## config.mk

```make
export PLATFORM = sky130hd
export DESIGN_NAME = hamming_sec_decoder_core
export DESIGN_NICKNAME = d
export VERILOG_FILES = /design/src/hdl/hsd_pkg.sv /design/src/hdl/hamming_sec_decoder_core.sv
export SDC_FILE = /design/constraint.sdc
export NUM_CORES = 1
export LEC_CHECK = 0
export BUFFER_PORTS_ARGS = -buffer_cell sky130_fd_sc_hd__buf_2
export CAP_MARGIN = 20
export CORE_ASPECT_RATIO = 1.75
export CORE_MARGIN = 4
export CORE_UTILIZATION = 47
export CTS_CLUSTER_SIZE = 30
export DETAILED_ROUTE_END_ITERATION = 7
export GPL_ROUTABILITY_DRIVEN = 0
export PLACE_DENSITY_LB_ADDON = 0.2
export SETUP_SLACK_MARGIN = 0.5
export SLEW_MARGIN = 25
export SYNTH_ARGS = -nofsm -noshare
export SYNTH_HDL_FRONTEND = slang
export SYNTH_SLANG_ARGS = --single-unit
```

## constraint.sdc

```tcl
create_clock -name clk -period 12.05 [get_ports clk]
set_input_delay 2.41 -clock clk [delete_from_list [all_inputs] [get_ports clk]]
set_output_delay 2.41 -clock clk [all_outputs]
set_load 0.005 [all_outputs]
```

## src/hdl/hsd_pkg.sv

```systemverilog
// hsd_pkg: widths, constants and position tables for the hamming sec decoder
// no dependencies; used by hamming_sec_decoder_core and hsd_checker
package hsd_pkg;

	localparam int CODE_W       = 64;
	localparam int DATA_W       = 57;
	localparam int LEN_W        = 7;
	localparam int CNT_W        = 6;
	localparam int SYN_W        = 6;
	localparam int POW_W        = 3;
	localparam int MAX_CODE_LEN = 64;

	localparam logic [LEN_W-1:0] LEN_RESET = 7'd7;

	// codeword bits whose 1-based position has bit i set
	function automatic logic [CODE_W-1:0] check_mask(input int i);
		logic [CODE_W-1:0] m;
		m = '0;
		for (int p = 1; p <= CODE_W; p++) begin
			m[p-1] = ((p >> i) & 1) != 0;
		end
		return m;
	endfunction

	// codeword bit index of the k-th position that is not a power of two
	function automatic int data_index(input int k);
		int cnt;
		int idx;
		cnt = 0;
		idx = 0;
		for (int p = 1; p <= CODE_W; p++) begin
			if ((p & (p - 1)) != 0) begin
				if (cnt == k) begin
					idx = p - 1;
				end
				cnt++;
			end
		end
		return idx;
	endfunction

endpackage

```

## src/hdl/hamming_sec_decoder_core.sv

```systemverilog
// hamming_sec_decoder_core: single error correcting hamming decoder, depends on hsd_pkg
// an accepted codeword is registered in stage 1, decoded, then registered in stage 2
// throughput: one codeword per cycle while out_stall is low
// reset: arst_n asynchronous active low, empties both stages, code_length returns to 7
// backpressure: input is taken while a finished result waits, as long as stage 1 is free
module hamming_sec_decoder_core (
	input  logic                        clk,
	input  logic                        arst_n,
	// configuration: codeword length in use
	input  logic                        cfg_write_en,
	input  logic [hsd_pkg::LEN_W-1:0]   cfg_write_data,
	// input channel
	input  logic                        in_valid,
	output logic                        in_stall,
	input  logic [hsd_pkg::CODE_W-1:0]  codeword,
	// output channel
	output logic                        out_valid,
	input  logic                        out_stall,
	output logic [hsd_pkg::DATA_W-1:0]  data_bits,
	output logic [hsd_pkg::CNT_W-1:0]   data_count,
	output logic [hsd_pkg::SYN_W-1:0]   syndrome,
	output logic                        error_seen,
	output logic                        bit_corrected
);

	// configuration register
	logic [hsd_pkg::LEN_W-1:0]  code_length_q;

	// stage 1: captured codeword
	logic                       valid_s1;
	logic [hsd_pkg::CODE_W-1:0] codeword_s1;

	// stage 2: result register
	logic                       valid_s2;
	logic [hsd_pkg::DATA_W-1:0] data_bits_s2;
	logic [hsd_pkg::CNT_W-1:0]  data_count_s2;
	logic [hsd_pkg::SYN_W-1:0]  syndrome_s2;
	logic                       corrected_s2;

	// decode logic between the stages
	logic [hsd_pkg::LEN_W-1:0]  len_c;
	logic [hsd_pkg::CODE_W-1:0] len_mask_c;
	logic [hsd_pkg::CODE_W-1:0] cw_masked_c;
	logic [hsd_pkg::CODE_W-1:0] cw_fixed_c;
	logic [hsd_pkg::SYN_W-1:0]  syn_c;
	logic [hsd_pkg::SYN_W-1:0]  syn_m1_c;
	logic                       fix_c;
	logic [hsd_pkg::POW_W-1:0]  pow_cnt_c;
	logic [hsd_pkg::LEN_W-1:0]  cnt_c;
	logic [hsd_pkg::DATA_W-1:0] data_c;

	// handshake: each stage moves when its downstream slot is free
	logic s2_load;
	logic s1_load;

	assign s2_load  = !valid_s2 || !out_stall;
	assign s1_load  = !valid_s1 || s2_load;
	assign in_stall = !s1_load;

	always_ff @(posedge clk or negedge arst_n) begin
		if (!arst_n) begin
			code_length_q <= hsd_pkg::LEN_RESET;
		end else if (cfg_write_en) begin
			code_length_q <= cfg_write_data;
		end
	end

	// stage 1 control and payload
	always_ff @(posedge clk or negedge arst_n) begin
		if (!arst_n) begin
			valid_s1 <= 1'b0;
		end else if (s1_load) begin
			valid_s1 <= in_valid;
		end
	end

	always_ff @(posedge clk) begin
		if (s1_load && in_valid) begin
			codeword_s1 <= codeword;
		end
	end

	always_comb begin
		// lengths past the maximum act as the maximum
		if (code_length_q > hsd_pkg::LEN_W'(hsd_pkg::MAX_CODE_LEN)) begin
			len_c = hsd_pkg::LEN_W'(hsd_pkg::MAX_CODE_LEN);
		end else begin
			len_c = code_length_q;
		end

		// drop bits at or above the length
		for (int k = 0; k < hsd_pkg::CODE_W; k++) begin
			len_mask_c[k] = hsd_pkg::LEN_W'(k) < len_c;
		end
		cw_masked_c = codeword_s1 & len_mask_c;

		// parity check i exists only while 2^i is below the length
		for (int i = 0; i < hsd_pkg::SYN_W; i++) begin
			syn_c[i] = (len_c > hsd_pkg::LEN_W'(1 << i))
				&& (^(cw_masked_c & hsd_pkg::check_mask(i)));
		end

		// flip the named bit when it lies inside the codeword
		fix_c    = (syn_c != '0) && ({1'b0, syn_c} <= len_c);
		syn_m1_c = syn_c - hsd_pkg::SYN_W'(1);
		if (fix_c) begin
			cw_fixed_c = cw_masked_c ^ (hsd_pkg::CODE_W'(1) << syn_m1_c);
		end else begin
			cw_fixed_c = cw_masked_c;
		end

		// data count is the length less the power-of-two positions it covers
		pow_cnt_c = '0;
		for (int i = 0; i <= hsd_pkg::SYN_W; i++) begin
			pow_cnt_c = pow_cnt_c
				+ hsd_pkg::POW_W'(len_c >= hsd_pkg::LEN_W'(1 << i));
		end
		cnt_c = len_c - {{(hsd_pkg::LEN_W - hsd_pkg::POW_W){1'b0}}, pow_cnt_c};
	end

	// compaction is fixed wiring: masked-off positions already read as zero
	for (genvar k = 0; k < hsd_pkg::DATA_W; k++) begin : g_pack
		localparam int SRC = hsd_pkg::data_index(k);
		assign data_c[k] = cw_fixed_c[SRC];
	end

	// stage 2 control and payload
	always_ff @(posedge clk or negedge arst_n) begin
		if (!arst_n) begin
			valid_s2 <= 1'b0;
		end else if (s2_load) begin
			valid_s2 <= valid_s1;
		end
	end

	always_ff @(posedge clk) begin
		if (s2_load && valid_s1) begin
			data_bits_s2  <= data_c;
			data_count_s2 <= cnt_c[hsd_pkg::CNT_W-1:0];
			syndrome_s2   <= syn_c;
			corrected_s2  <= fix_c;
		end
	end

	assign out_valid     = valid_s2;
	assign data_bits     = data_bits_s2;
	assign data_count    = data_count_s2;
	assign syndrome      = syndrome_s2;
	assign error_seen    = syndrome_s2 != '0;
	assign bit_corrected = corrected_s2;

endmodule

```

* Word level (Yosys, flattened, before mapping) *
Index checks and enable logic that the tools add are counted.

operators by class
  $add $sub $neg = 8
  $lt $le $gt $ge = 78
  shifts and indexed selects = 1
  muxes and demuxes = 2
  bitwise operators = 2
  reduce and logical (&&, ||, !) cells = 23

operators with widths
  operator                number
  $reduce_xor A64 Y1      6
  $lt A6 B7 Y1 const A    31
  $lt A5 B7 Y1 const A    16
  $and A63 B63 Y63        1
  $mux W63                1
  $shl A1 B6 Y63 const A  1
  $xor A63 B63 Y63        1
  $lt A4 B7 Y1 const A    8
  $lt A3 B7 Y1 const A    4
  $lt A1 B7 Y1 const A    2
  $lt A2 B7 Y1 const A    2
  $add A3 B1 Y3           4
  $reduce_bool A6 Y1      2
  $logic_and A1 B1 Y1     9
  $ge A7 B1 Y1 const B    1
  $ge A7 B2 Y1 const B    1
  $ge A7 B3 Y1 const B    1
  $ge A7 B4 Y1 const B    1
  $ge A7 B5 Y1 const B    1
  $ge A7 B6 Y1 const B    1
  $ge A7 B7 Y1 const B    1
  $gt A7 B1 Y1 const B    1
  $gt A7 B2 Y1 const B    1
  $gt A7 B3 Y1 const B    1
  12 further kinds        16

storage, ports and cells
  register bits = 142
  input port bits = 76

* Longest topological paths before layout *
  depth in word-level cells = 10
  mapped depth = 26

* Worst setup path after synthesis *
No wires, ideal clock.

  path type = in2reg
  start point = input out_stall
  end point = register corrected_s2, in the netlist bit_corrected, enable pin
  data arrival time = 7480 ps
  required time = 11445 ps
  setup slack = 3965 ps
  stages = 1
  path buffers = 0
  cells stage by stage = a21boi_0

between the ends
  word-level cells in the longest chain between the ends = 3

ends and longest elaborated chain
  what                    RTL line                         source
  start: declaration      hamming_sec_decoder_core.sv:18   input logic out_stall,
  $logic_not A1 Y1        hamming_sec_decoder_core.sv:56   assign s2_load = !valid_s2 || !out_stall;
  $logic_or A1 B1 Y1      hamming_sec_decoder_core.sv:56
  $logic_and A1 B1 Y1     hamming_sec_decoder_core.sv:137  if (s2_load && valid_s1) begin
  end signal: assignment  hamming_sec_decoder_core.sv:141  corrected_s2 <= fix_c;
  end: declaration        hamming_sec_decoder_core.sv:38   logic corrected_s2;

No other way between the ends.
A chain may end at the register's enable or synchronous reset.

* Worst setup path after layout *
  start point = register code_length_q[2] (netlist name)
  end point = register data_bits_s2 (netlist bit data_bits[43]) (data pin)

between the ends
  word-level cells in the longest chain between the ends = 10

ends and longest elaborated chain
  what                                        RTL line                         source
  start: declaration                          hamming_sec_decoder_core.sv:27   logic [hsd_pkg::LEN_W-1:0] code_length_q;
  start signal: assignment                    hamming_sec_decoder_core.sv:62   code_length_q <= hsd_pkg::LEN_RESET;
  start signal: assignment                    hamming_sec_decoder_core.sv:64   code_length_q <= cfg_write_data;
  $gt A7 B7 Y1                                hamming_sec_decoder_core.sv:85   if (code_length_q > hsd_pkg::LEN_W'(hsd_pkg::MAX_CODE_LEN)) begin
  $mux W7 *                                   hamming_sec_decoder_core.sv:85
  $lt A2 B7 Y1, or another cell as far along  hamming_sec_decoder_core.sv:93   len_mask_c[k] = hsd_pkg::LEN_W'(k) < len_c;
  $and A63 B63 Y63                            hamming_sec_decoder_core.sv:95   cw_masked_c = codeword_s1 & len_mask_c;
  $reduce_xor A64 Y1                          hamming_sec_decoder_core.sv:100  && (^(cw_masked_c & hsd_pkg::check_mask(i)));
  $logic_and A1 B1 Y1 *                       hamming_sec_decoder_core.sv:100
  net syn_c (one bit)                         hamming_sec_decoder_core.sv:45   logic [hsd_pkg::SYN_W-1:0] syn_c;
  $sub A6 B1 Y6                               hamming_sec_decoder_core.sv:105  syn_m1_c = syn_c - hsd_pkg::SYN_W'(1);
  $shl A1 B6 Y63                              hamming_sec_decoder_core.sv:107  cw_fixed_c = cw_masked_c ^ (hsd_pkg::CODE_W'(1) << syn_m1_c);
  $xor A63 B63 Y63                            hamming_sec_decoder_core.sv:107
  $mux W63 *                                  hamming_sec_decoder_core.sv:106  if (fix_c) begin
  net cw_fixed_c (one bit)                    hamming_sec_decoder_core.sv:44   logic [hsd_pkg::CODE_W-1:0] cw_fixed_c;
  end signal: assignment                      hamming_sec_decoder_core.sv:138  data_bits_s2 <= data_c;
  end: declaration                            hamming_sec_decoder_core.sv:35   logic [hsd_pkg::DATA_W-1:0] data_bits_s2;

Mark *: on every way through the listed nets, which the timed path passes. The rest lies on a longest branch.

==> impl_metrics.tcl <==
set metrics [dict create \
    maxCapViolCount 0 \
    drt_iter0_drc 738 \
    fin_tns_setup_ns 0 \
    cts_made_buffers 17 \
    crit_chain "nor2b_4 -> inv_1 -> o31ai_1 -> nand3_1 -> o21a_1 -> xnor3_1 -> xnor3_1 -> xnor3_1 -> a21oi_4 -> ha_1 -> o21a_1 -> o21a_1 -> o21ai_0 -> nand2b_1 -> a21oi_1 -> a311oi_1 -> inv_1 -> o21ai_0 -> nor3_1 -> nand3_1 -> xor2_1" \
    max_slew_margin_pct 36.6 \
    drc 0 \
    drv_slew 0 \
    yosysMostFrequentCell "edfxtp_1" \
    syn_inst 844 \
    seqCellArea_sq_um 4220 \
    ys_seq_elements 142 \
    die_area_sq_um 21600 \
    cts.clk_slew.worst_paths_ns 0.06 \
    hp-class "flop to flop" \
    vias_per_cell 5.85 \
    first_global_vias 6930 \
    yosysTopAreaCellShare_pct 44.2 \
    dr.pass1.iters 6 \
    num_rows 66 \
    setup_violations 0 \
    grt_pass1_wl_um 38700 \
    crit_end "data_bits[43]" \
    h-tree-depth 4 \
    worst_hold_slack_ns 0.487 \
    path_buf_inv 2 \
    dp_hpwl_um 19600 \
    ys_types 87 \
    yosysTopAreaCell "edfxtp_1" \
    post-cts-setup-buffers 0 \
    wire_per_inst_um 20.7 \
    slowest_stage "dfstp_2" \
    synth_fp_nets 938 \
    synthAdderAreaFrac_pct 3.16 \
    clock_latency_ns 0.43 \
    synth_warnings 0 \
    r2r-start "code_length_q[2]" \
    arrival_ns 7.12 \
    track_usage_pct 23.6 \
    worstPathRequired_ns 12.21 \
    tightest_slew_ns 0.944 \
    cts_num_sinks 142 \
    synth-xor-area-share_pct 15.0 \
    worst_clock_skew_ns 0.00932 \
    synth_top_family_by_area "simple AND/OR/NAND/NOR gates" \
    power_density_nw_per_um2 226 \
    drive_gt1_share_pct 22.7 \
    fillers 1651 \
    die-height_um 191 \
    synth_edf_count 133 \
    dieWidth_um 113 \
    drt_wl_total_um 25400 \
    status "finished clean" \
    p_leak_nw 4.02 \
    synth_area_per_cell_sq_um 10.7 \
    r2r_cells 21 \
    setup_ws_ns 5.09 \
    ys.flop_type "edfxtp_1" \
    cts_tree "done" \
    cts_resized 0 \
    startpoint "code_length_q[2]" \
    start_util_pct 48.2 \
    reg2reg_slack_ns 5.09 \
    final_area_sq_um 10500 \
    fmax_mhz 144 \
    antenna_cells 0 \
    critPathLaunchType "flop" \
    routed-via-count 7167 \
    overflow 0 \
    place_area_sq_um 9940 \
    path_depth 21 \
    synth_compound_area_share_pct 13.3 \
    slowest_delay_ns 0.94 \
    synthSimpleGateAreaFrac_pct 16.2 \
    clk_path_buf_depth 2 \
    min_period_ns 6.96 \
    synth.area.mux_share_pct 1.83 \
    multi_input_area_sq_um 4480 \
    seq_area_frac_synth_pct 46.8 \
    worstPathMaxFanout 29 \
    r2r_end "data_bits[43]" \
    ant_nets 0 \
    root_buffer "clkbuf_16" \
    grt_max_degree 71 \
    async_flop_share_pct 6.34 \
    pin_count 149 \
    core-area_sq_um 18700 \
    crit_family "compound AO/OA/AOI/OAI gates" \
    critPathKind "flop to flop" \
    syn_to_final_growth_pct 16.3 \
    synth_common_cells "edfxtp_1 (133), xnor2_1 (76), nor2_1 (69)" \
    pre_cts_ws_ns 5.26 \
    synthTopCellsByArea "edfxtp_1 (44%), xnor2_1 (7.4%), xor2_1 (4.3%)" \
    p_total_mw 2.37 \
    rsz0062_at_grt "false" \
    cts_hold_buf 0 \
    hold_violations 0 \
    fin_crit_sh_pct 57.7 \
    syn_area_sq_um 9030 \
    antenna_found_initial 0 \
    ir_drop_uv 171 \
    port_buffers 147 \
    cp-end-kind "flop" \
    nNetsFinal 1071 \
]
cell families (layout without fill, tap and decap cells):
group                      Yosys count  after routing
AOI/OAI and AO/OA                  188            188
adders and majority gates           18             18
xor gates and xnor gates           133            133
and+or+nand+nor                    269            269
muxes                               16             16
DFF                                142            142
buffers and inverters               78            221
worst min-delay path by stage:
stage | startpoint | end | slack (ns) | cells past startpoint
floorplan | valid_s1 | out_valid | 0.44 | 1
detailed placement | valid_s1 | out_valid | 0.47 | 1
global placement | valid_s1 | out_valid | 0.46 | 1
CTS | valid_s1 | out_valid | 0.49 | 1
global route | valid_s1 | out_valid | 0.52 | 1
finish | valid_s1 | out_valid | 0.49 | 1
sequential cells by signal (all words and copies together) (netlist names):
register,flops
codeword_s1,63
data_bits,57
code_length_q,7
data_count,6
syndrome,6
bit_corrected,1
out_valid,1
valid_s1,1
report_power, final:
| group | internal (mW) | switching (mW) |
|---|---|---|
| Sequential | 0.657 | 0.0376 |
| Combinational | 0.426 | 0.745 |
| Clock | 0.318 | 0.187 |
through the flow:
step | cells | util [%]
floorplan | 844 | -
global placement | 1196 | 53.0
detailed placement | 1196 | 53.0
CTS | 1225 | 56.0
global route | 1225 | 56.0
finish | 1225 | 56.0
routing by layer:
metal / vias to the layer above / track usage [%] / part of all wire, %
li1: 3322 / - / -
met1: 3411 / 27.7 / 38
met2: 349 / 39.9 / 50
met3: 85 / 4.18 / 6.5
met4: 0 / 14.6 / 5.7
met5: - / 0 / 0
placed cells by master, fill, tap and decap left out, types with 12 or more instances in the layout:
master / n
nand2b_1: 12
buf_2: 147
nand3_1: 31
nor2_1: 69
o21ai_0: 66
xor2_1: 44
clkbuf_16: 17
a21oi_1: 33
mux2i_1: 12
o211ai_1: 13
inv_1: 33
nand2_1: 63
edfxtp_1: 133
xnor2_1: 76
nor2b_1: 15
area by class of cell:
cell class / count / area share (%)
clock inverters: 10 / 1.18
well taps: 238 / 2.84
flip-flops and latches: 142 / 40.2
inverters: 38 / 1.41
multi-input cells: 624 / 42.7
repair buffers: 154 / 7.51
clock buffers: 19 / 4.12
Power figures use the tool's default switching activity.
